<file path="config.mk">
export PLATFORM = sky130hd
export DESIGN_NAME = lss_queue
export DESIGN_NICKNAME = d
export VERILOG_FILES = /design/src/hdl/linear_system_3x3_solver_top_defines.svh /design/src/hdl/lss_pkg.sv /design/src/hdl/lss_queue.sv
export SDC_FILE = /design/constraint.sdc
export NUM_CORES = 1
export LEC_CHECK = 0
export ABC_CLOCK_PERIOD_IN_PS = 13200
export BUFFER_PORTS_ARGS = -buffer_cell sky130_fd_sc_hd__buf_2
export CAP_MARGIN = 20
export CORE_ASPECT_RATIO = 1.2
export CORE_MARGIN = 3
export CORE_UTILIZATION = 51
export CTS_CLUSTER_SIZE = 12
export DETAILED_ROUTE_END_ITERATION = 7
export PLACE_DENSITY = 0.71
export SETUP_SLACK_MARGIN = 0.4
export SYNTH_ARGS = -nofsm -noshare
export SYNTH_HDL_FRONTEND = slang
export SYNTH_SLANG_ARGS = --single-unit
</file>
<file path="constraint.sdc">
create_clock -name i_clk -period 13.2 [get_ports i_clk]
set_clock_uncertainty 0.2 [all_clocks]
set_input_delay 2.64 -clock i_clk [delete_from_list [all_inputs] [get_ports i_clk]]
set_output_delay 2.64 -clock i_clk [all_outputs]
set_load 0.05 [all_outputs]
</file>
<file path="src/hdl/linear_system_3x3_solver_top_defines.svh">
// assertion macros for the 3x3 linear system solver
// used by linear_system_3x3_solver_top, needs i_clk and i_rst_n in scope
`ifndef LINEAR_SYSTEM_3X3_SOLVER_TOP_DEFINES_SVH
`define LINEAR_SYSTEM_3X3_SOLVER_TOP_DEFINES_SVH

// antecedent implies consequent in the same cycle
`define LSS_ASSERT_IMPLY(label, ante, cons, msg) \
    label: assert property (@(posedge i_clk) disable iff (!i_rst_n) (ante) |-> (cons)) \
        else $error(msg);

// antecedent implies consequent in the following cycle
`define LSS_ASSERT_NEXT(label, ante, cons, msg) \
    label: assert property (@(posedge i_clk) disable iff (!i_rst_n) (ante) |=> (cons)) \
        else $error(msg);

`endif

</file>
<file path="src/hdl/lss_pkg.sv">
// shared types and constants of the 3x3 linear system solver
// no dependencies
package lss_pkg;

    localparam int VW = 32;
    localparam int FB = 16;
    localparam int MW = 2 * VW + 1;
    localparam int PW = 3 * VW + 3;
    localparam int NW = PW + FB;
    localparam int THR_W = 32;
    localparam int QUEUE_DEPTH_DEF = 4;
    localparam logic [THR_W-1:0] THR_RESET = 32'd3;

    localparam logic [1:0] ST_SOLVED    = 2'd0;
    localparam logic [1:0] ST_SINGULAR  = 2'd1;
    localparam logic [1:0] ST_SATURATED = 2'd2;

    typedef struct packed {
        logic signed [VW-1:0] row1_coef_x;
        logic signed [VW-1:0] row1_coef_y;
        logic signed [VW-1:0] row1_coef_z;
        logic signed [VW-1:0] row1_offset;
        logic signed [VW-1:0] row2_coef_x;
        logic signed [VW-1:0] row2_coef_y;
        logic signed [VW-1:0] row2_coef_z;
        logic signed [VW-1:0] row2_offset;
        logic signed [VW-1:0] row3_coef_x;
        logic signed [VW-1:0] row3_coef_y;
        logic signed [VW-1:0] row3_coef_z;
        logic signed [VW-1:0] row3_offset;
    } t_in_item;

    typedef struct packed {
        logic signed [VW-1:0] sol_x;
        logic signed [VW-1:0] sol_y;
        logic signed [VW-1:0] sol_z;
        logic [1:0]           status;
    } t_out_item;

    typedef struct packed {
        logic signed [PW-1:0] nx;
        logic signed [PW-1:0] ny;
        logic signed [PW-1:0] nz;
        logic [PW-1:0]        dmag;
        logic                 dneg;
        logic                 sing;
    } t_job;

    typedef struct packed {
        logic full;
        logic empty;
    } t_q_status;

endpackage

</file>
<file path="src/hdl/lss_queue.sv">
// short queue between front and back pipelines
// depends on lss_pkg
module lss_queue #(
    parameter int DEPTH = lss_pkg::QUEUE_DEPTH_DEF
) (
    input  logic                 i_clk,
    input  logic                 i_rst_n,
    input  logic                 i_push,
    input  lss_pkg::t_job        i_job,
    input  logic                 i_pop,
    output lss_pkg::t_job        o_job,
    output lss_pkg::t_q_status   o_stat
);
    localparam int AW = (DEPTH > 1) ? $clog2(DEPTH) : 1;
    localparam int CW = $clog2(DEPTH + 1);

    lss_pkg::t_job  r_mem [DEPTH];
    logic [AW-1:0]  r_wr;
    logic [AW-1:0]  r_rd;
    logic [CW-1:0]  r_cnt;
    logic           w_push;
    logic           w_pop;

    assign o_stat.full  = (r_cnt == CW'(DEPTH));
    assign o_stat.empty = (r_cnt == '0);
    assign w_push = i_push && !o_stat.full;
    assign w_pop  = i_pop && !o_stat.empty;
    assign o_job  = r_mem[r_rd];

    always_ff @(posedge i_clk) begin
        if (w_push) begin
            r_mem[r_wr] <= i_job;
        end
    end

    always_ff @(posedge i_clk) begin
        if (!i_rst_n) begin
            r_wr  <= '0;
            r_rd  <= '0;
            r_cnt <= '0;
        end else begin
            if (w_push) begin
                r_wr <= (r_wr == AW'(DEPTH - 1)) ? '0 : r_wr + 1'b1;
            end
            if (w_pop) begin
                r_rd <= (r_rd == AW'(DEPTH - 1)) ? '0 : r_rd + 1'b1;
            end
            case ({w_push, w_pop})
                2'b10:   r_cnt <= r_cnt + 1'b1;
                2'b01:   r_cnt <= r_cnt - 1'b1;
                default: r_cnt <= r_cnt;
            endcase
        end
    end

endmodule

</file>
# Word level (Yosys, flattened, before mapping)
# Memory sizes are Yosys's and may differ from the RTL's. A register that Yosys moved wholly into a read port is not among the register bits.
# Cells that the tools add are included.
# Widths: inputs -> output; s select.
# totals
reg_bits	7
ramBits	1592
input_bits	402
out_inout_bits	400
word_cells	26
n_memories	1
# classes
n_addsub	4
n_eq_ne	5
n_mux	7
reduce_logical	6
# memory_table
memory	words	width	rd	rd_clocked_by_memory_dff	wr	line	rtl
r_mem	4	398	1	1	1	lss_queue.sv:17	lss_pkg::t_job r_mem [DEPTH];
# ops
cell	n
$mux 2	4
$eq 2x2->1 const B	3
$pmux 3 s2	1
$add 2x1->2 const B	2
$add 3x1->3 const B	1
$eq 3x3->1 const B	1
$logic_not 3->1	1
$sub 3x1->3 const B	1
$eq 2x1->1 const B	1
$logic_and 1x1->1	2
$logic_not 1->1	2
$mux 1	2
$reduce_bool 2->1	1

# Depth between registers and ports, before layout
# Gate-level depths: netlist of the first run.
# logic_depth
word_depth	5
depth_mapped	10
ltp_nobuf	9

# Worst setup path after synthesis of the first run
# OpenSTA, ideal clock, no wires.
# synth_path
path_kind	input-to-reg
startpoint	in i_push
endpoint	mem r_mem[1][0] in the netlist's numbering (enable)
setup_ns	0.812
arrival_time_ns	12.024
required_ns	12.188
setup_slack_ns	0.163
stages	3
n_path_buf	1
cell_sequence	nor2b_1 > clkbuf_1 > and2_1
# synth_via
elab_chain_cells	3
# synth_lines
element	line	rtl
start: declaration	lss_queue.sv:8	input logic i_push,
$logic_and 1x1->1	lss_queue.sv:26	assign w_push = i_push && !o_stat.full;
$mux 1	lss_queue.sv:31	if (w_push) begin
$mux 1 (implied by the code)	lss_queue.sv:32	r_mem[r_wr] <= i_job;
end: declaration	lss_queue.sv:17	
# Every way passes these cells.

==> flow_metrics.py, run 1 <==
metrics = {
    "status": {
        "status": "completed",
    },
    "clocking": {
        "cts-root-buf": "clkbuf_16",
        "clk_latency_ns": 0.75,
        "cts.clk_slew.worst_paths_ns": 0.06,
        "clock-sinks": 1601,
        "cts_setup_buffers": 0,
        "cts_buffer_depth": 3,
        "htreeDepth": 4,
        "cts_tree": "built",
        "post_cts_resize_count": 0,
        "cts_hold_buf": 0,
        "cts_buffers": 156,
    },
    "worst_hold_path": {
        "hold_depth": 2,
        "hold_class": "reg -> reg",
        "hold_end": "r_wr[1]",
        "hp-start": "r_wr[1]",
    },
    "final_layout": {
        "nFillCells": 7778,
        "stdcell_count": 4617,
        "post_route_cells_drive_above_1_share": 0.4546,
        "final_nets": 3433,
        "syn_to_final_growth_pct": 17.40,
        "fin_util": 0.6066,
        "postLayoutCellArea_um2": 67940,
    },
    "floorplan": {
        "num_rows": 134,
        "die_w_um": 313.5,
        "fp.coreArea_um2": 112000,
        "fp.dieH_um": 375.0,
        "ios": 802,
        "start_util": 0.5167,
        "die_area_um2": 117600,
    },
    "yosys": {
        "ys_seq_elements": 1601,
        "synth_cell_type_count": 25,
        "synth_nets": 2543,
        "synthTopCellsByArea": "edfxtp_1, mux4_2, buf_6, buf_2, dfxtp_1",
        "avgSynthCellArea_um2": 27.12,
        "synth_edf_count": 1592,
        "synth_top_area_frac": 0.8261,
        "synth.largest_area_cell": "edfxtp_1",
        "postSynthCellCount": 2134,
        "synth-seq-area-share": 0.8292,
        "yosys_warnings": 0,
        "yosys-top-cells-count": "edfxtp_1, mux4_2, buf_2, buf_6, buf_4",
        "syn_area_um2": 57870,
        "synth_ff_type": "edfxtp_1",
        "async_flop_share": 0,
        "synth.most_common_cell": "edfxtp_1",
    },
    "route": {
        "ant_nets": 0,
        "via_per_inst": 5.710,
        "firstDrtPassIters": 5,
        "routed_wl_mm": 126.6,
        "drt-initial-drc-count": 2138,
        "wl_per_cell_um": 27.42,
        "drcViolationCount": 0,
        "vias": 26364,
    },
    "global_route": {
        "grt_pass1_vias": 28364,
        "grt_usage": 0.2167,
        "grt_max_degree": 168,
        "grt_pass1_wl_mm": 187.2,
        "antenna_found_initial": 65,
        "grt-ovfl-total": 0,
    },
    "placed_design": {
        "placed_cell_area_um2": 63450,
        "placed_cells": 4361,
        "numPortBuffers": 801,
        "gp_congestion": 0.8099,
        "hpwl_mm": 78.79,
    },
    "setup_path": {
        "crit_top_cell": "buf_12",
        "worstPathRequired_ns": 10.36,
        "reg2reg_to": "r_mem[2][324]",
        "r2r_slack_ns": 8.84,
        "reg2reg_depth": 5,
        "startpoint_type": "flop",
        "path_cells": "buf_12 > buf_12 > mux4_2 > buf_2",
        "end_kind": "primary output",
        "critPathArrivalTime_ns": 4.40,
        "slowest_delay_ns": 0.95,
        "critical_path_class": "reg -> out",
        "critPathMaxFanout": 118,
        "r2r_start": "r_cnt[2]",
        "path_buf_inv": 3,
        "crit_slowest_cell": "dfxtp_4",
        "crit_family": "buffers and inverters",
    },
    "timing": {
        "fin_crit_ns": 7.237,
        "setup_viol_count_final": 0,
        "fmax_ghz": 0.1382,
        "period_share": 0.5483,
        "rsz0062_at_grt": "false",
        "finalMaxSlewViolations": 0,
        "max_slew_margin": 0.1516,
        "finalHoldViolCount": 0,
        "tightest_slew_ns": 1.273,
        "fin_setup_tns_ns": 0,
    },
    "power": {
        "clkPwrFrac": 0.265,
        "p_leak_nw": 22.33,
        "power_density_nw_per_um2": 218.1,
        "p_switching_mw": 5.160,
        "p_comb_frac": 0.309,
        "peakVddDrop_v": 0.0001931,
        "swShare": 0.3481,
        "seqPwrFrac": 0.426,
        "internal_power_mw": 9.662,
    },
    "flow_run": {
        "max_cap_violations": 0,
    },
}
## cells in the final DEF (no fill, tap or decap), types with 6 or more instances in the layout
master and instances:
buf_4 8, mux4_2 398, dfxtp_1 7, buf_2 801
clkbuf_1 32, diode_2 37, clkbuf_16 158, buf_12 12
clkinv_1 10, ha_1 6, inv_1 7, edfxtp_1 1592
inv_6 6, nand2_1 7
## metal layers
layer	GRT usage	up-vias	share of wire
li1	-	11075	-
met1	0.2515	13910	0.35
met2	0.3640	1060	0.53
met3	0.07162	285	0.084
met4	0.1059	34	0.039
met5	0	-	0.0016
## how the worst max path moves through the flow
| stage | startpoint | to | depth (start not counted) |
|---|---|---|---|
| final | flop | o_job[329] | 4 |
| after global placement | flop | o_job[15] | 4 |
| after floorplan | i_push | r_mem[0][0] | 3 |
| after global routing | flop | o_job[329] | 4 |
| after detailed placement | flop | o_job[15] | 4 |
| after CTS | flop | o_job[329] | 4 |
## registers in the layout, indices dropped and copies added, names as in the netlist, named ones only
| name | cells |
|---|---|
| r_wr | 2 |
| r_cnt | 3 |
| r_rd | 2 |
| r_mem | 1592 |
## final cells by class
cell class	count	area, um2	area share
repair buffers	822	4337	0.06383
inverters	7	26.28	0.0003867
well taps	1496	1872	0.02755
clock inverters	28	299.0	0.004401
clock buffers	190	4074	0.05996
multi-input cells	436	9248	0.1361
flip-flops and latches	1601	47990	0.7064
diodes	37	92.59	0.001363
## worst register-to-register path: stages (launching register included)
cell,delay [ns]
dfxtp_1,0.34
nor3b_1,0.19
nor2b_1,0.49
and2_4,0.72
buf_12,0.55
buf_4,1.43
## power by group through the flow
stage          sequential (mW)  combinational [mW]  clock, mW
6_report                  6.31                4.58       3.93
5_1_grt                   6.35                4.76       4.21
4_1_cts                   6.32                4.64       4.03
3_5_place_dp              6.42                4.62          0
3_3_place_gp              6.38                4.59          0
2_1_floorplan             6.42                3.58          0
## per-stage QoR
step           hold WS [ns]  worst slack, ns  total power [mW]
3_5_place_dp         0.3089            6.655             11.03
4_1_cts              0.3174            5.790             14.98
3_3_place_gp         0.2768            6.653             10.97
2_1_floorplan        0.2677            4.655             10.01
6_report             0.3103            5.963             14.82
5_1_grt              0.3272            5.497             15.33
## cell families after synthesis
group,count (synthesis),synth area share
adders and majority gates,7,0.001643
AOI/OAI and AO/OA,6,0.0006055
buffers and inverters,97,0.01120
xor gates and xnor gates,2,0.0003027
DFF,1601,0.8292
and+or+nand+nor,21,0.001838
muxes,400,0.1552
(Power assumes the default switching activity.)
==> run 2: changes to the inputs <==
--- a/config.mk
+++ b/config.mk
@@ -5,15 +5,15 @@
 export SDC_FILE = /design/constraint.sdc
 export NUM_CORES = 1
 export LEC_CHECK = 0
-export ABC_CLOCK_PERIOD_IN_PS = 13200
+export ABC_CLOCK_PERIOD_IN_PS = 7300
 export BUFFER_PORTS_ARGS = -buffer_cell sky130_fd_sc_hd__buf_2
 export CAP_MARGIN = 20
 export CORE_ASPECT_RATIO = 1.2
 export CORE_MARGIN = 3
-export CORE_UTILIZATION = 51
+export CORE_UTILIZATION = 57
 export CTS_CLUSTER_SIZE = 12
 export DETAILED_ROUTE_END_ITERATION = 7
-export PLACE_DENSITY = 0.71
+export PLACE_DENSITY = 0.75
 export SETUP_SLACK_MARGIN = 0.4
 export SYNTH_ARGS = -nofsm -noshare
 export SYNTH_HDL_FRONTEND = slang
==> constraint.sdc (replaced) <==
create_clock -name i_clk -period 7.3 [get_ports i_clk]
set_clock_uncertainty 0.2 [all_clocks]
set_input_delay 1.46 -clock i_clk [delete_from_list [all_inputs] [get_ports i_clk]]
set_output_delay 1.46 -clock i_clk [all_outputs]
set_load 0.05 [all_outputs]
==> run 2 against run 1 <==
Compared with the run above: die area fell by 10%; clock power up 81%; critical path depth down 1; global-route usage up 2.9 points; critical path type unchanged; largest power group unchanged.
==> flow_metrics.py, run 2 (same netlist as run 1, synthesis figures left out) <==
metrics = {
    "status": {
        "status": "completed",
    },
    "power": {
        "swShare": 0.3506,
        "internal_power_mw": 17.44,
        "p_leak_nw": 22.38,
        "p_switching_mw": 9.416,
        "power_density_nw_per_um2": 395.6,
        "finalPower_mw": 26.86,
        "clkPwrFrac": 0.265,
        "peakVddDrop_v": 0.0003250,
        "seqPwrFrac": 0.425,
        "p_comb_frac": 0.310,
    },
    "route": {
        "met3_length_mm": 11.04,
        "firstDrtPassIters": 7,
        "wl_per_cell_um": 28.56,
        "drt-initial-drc-count": 2376,
        "highest_layer": "met5",
        "dr_wl_met2_mm": 65.97,
        "vias": 26658,
        "routed_wl_mm": 128.3,
        "met1Wirelength_mm": 43.98,
        "via_per_inst": 5.935,
        "ant_nets": 0,
        "drcViolationCount": 0,
    },
    "setup_path": {
        "critPathMaxFanout": 122,
        "critPathArrivalTime_ns": 3.34,
        "r2r_start": "r_cnt[0]",
        "r2r_slack_ns": 3.96,
        "startpoint_type": "flop",
        "end_kind": "primary output",
        "reg2reg_to": "r_mem[0][377]",
        "worstPathRequired_ns": 5.64,
        "critical_path_class": "reg -> out",
        "reg2reg_depth": 4,
    },
    "worst_hold_path": {
        "hp-start": "r_wr[1]",
        "hold_end": "r_wr[1]",
        "hold_class": "reg -> reg",
        "hold_depth": 2,
    },
    "final_layout": {
        "syn_to_final_growth_pct": 17.32,
        "largestRegisters": "r_mem: 1592 flops, r_cnt: 3 flops",
        "largest_reg_flops": 1592,
        "post_route_cells_drive_above_1_share": 0.4575,
        "final_nets": 3443,
        "nFillCells": 6071,
        "layout_common_cells": "edfxtp_1, buf_2, mux4_2, clkbuf_16, clkbuf_1",
        "layout_commonest_cell": "edfxtp_1",
        "register_area_um2": 47990,
        "postLayoutCellArea_um2": 67890,
        "multi_input_area_um2": 9248,
        "largest-register": "r_mem",
    },
    "placed_design": {
        "gp_congestion": 0.8347,
        "numPortBuffers": 801,
        "hpwl_mm": 79.69,
        "placed_cell_area_um2": 63390,
    },
    "floorplan": {
        "fp.dieH_um": 355.1,
        "die_w_um": 296.9,
        "num_rows": 127,
        "fp.coreArea_um2": 100300,
        "die_area_um2": 105400,
        "ios": 802,
        "start_util": 0.5772,
    },
    "clocking": {
        "clock-sinks": 1601,
        "cts_hold_buf": 0,
        "clk_latency_ns": 0.73,
        "cts_buffer_depth": 3,
        "post_cts_resize_count": 0,
        "cts_tree": "built",
        "cts.clk_slew.worst_paths_ns": 0.06,
        "cts_buffers": 155,
        "cts_setup_buffers": 0,
        "htreeDepth": 4,
        "cts-root-buf": "clkbuf_16",
    },
    "timing": {
        "finalMaxSlewViolations": 0,
        "tightest_slew_ns": 1.134,
        "fmax_ghz": 0.2002,
        "fin_crit_ns": 4.996,
        "max_slew_margin": 0.2438,
        "setup_viol_count_final": 0,
        "finalHoldViolCount": 0,
        "rsz0062_at_grt": "false",
        "period_share": 0.6844,
    },
    "global_route": {
        "grt_pass1_vias": 28482,
        "antenna_found_initial": 73,
        "grt_pass1_wl_mm": 189.7,
        "grt-ovfl-total": 0,
        "grt_max_degree": 146,
        "grt_usage": 0.2454,
    },
    "flow_run": {
        "max_cap_violations": 0,
    },
}
## run 2: cell types whose count changed in the layout (fill, tap and decap cells not counted), sizes merged
cell	delta
inv	-1
clkinvlp	+1
buf	+11
clkbuf	-6
clkinv	-5
diode	+17
## run 2: area by class of cell
| cell class | count | area share |
|---|---|---|
| inverter | 7 | 0.0003870 |
| clock buffer | 184 | 0.05905 |
| antenna | 54 | 0.001990 |
| multi-input combinational | 436 | 0.1362 |
| tap | 1354 | 0.02495 |
| timing repair buffer | 833 | 0.06517 |
| sequential | 1601 | 0.7069 |
| clock inverter | 23 | 0.005344 |
## run 2: stage by stage
stage	util	cells	hold slack [ns]	setup TNS, ns	worst slack (ns)
after CTS	0.6758	4438	0.3053	0	2.186
after floorplan	-	2134	0.2677	-104.02	-0.06534
after global routing	0.6767	4475	0.3295	0	2.003
after global placement	0.6322	4231	0.2766	0	2.996
after detailed placement	0.6322	4231	0.2975	0	2.966
final	0.6771	4492	0.3026	0	2.304
## run 2: worst max-delay path, cell delays in order (launching register included)
cell,delay (ns)
dfxtp_4,0.77
buf_12,0.69
mux4_2,0.64
buf_2,0.23
## run 2: how the worst max path moves through the flow
stage                        end  cells after the start  slack [ns]
global placement    r_mem[3][72]                      5        3.00
floorplan            r_mem[0][0]                      3       -0.07
global route          o_job[294]                      3        2.00
detailed placement  r_mem[3][72]                      5        2.97
finish                o_job[295]                      3        2.30
CTS                    o_job[43]                      3        2.19
## run 2: metal layers
metal	vias up	track usage
met1	13906	0.2960
met4	24	0.1436
met2	1311	0.3990
li1	11098	-
met3	319	0.07236
met5	-	0
## run 2: power by group through the flow
stage          sequential [mW]  clock (mW)  combinational (mW)
2_1_floorplan             11.6           0                6.48
3_5_place_dp              11.6           0                8.38
6_report                  11.4        7.12                8.33
4_1_cts                   11.4        7.27                8.43
5_1_grt                   11.5        7.61                8.65
3_3_place_gp              11.5           0                8.34
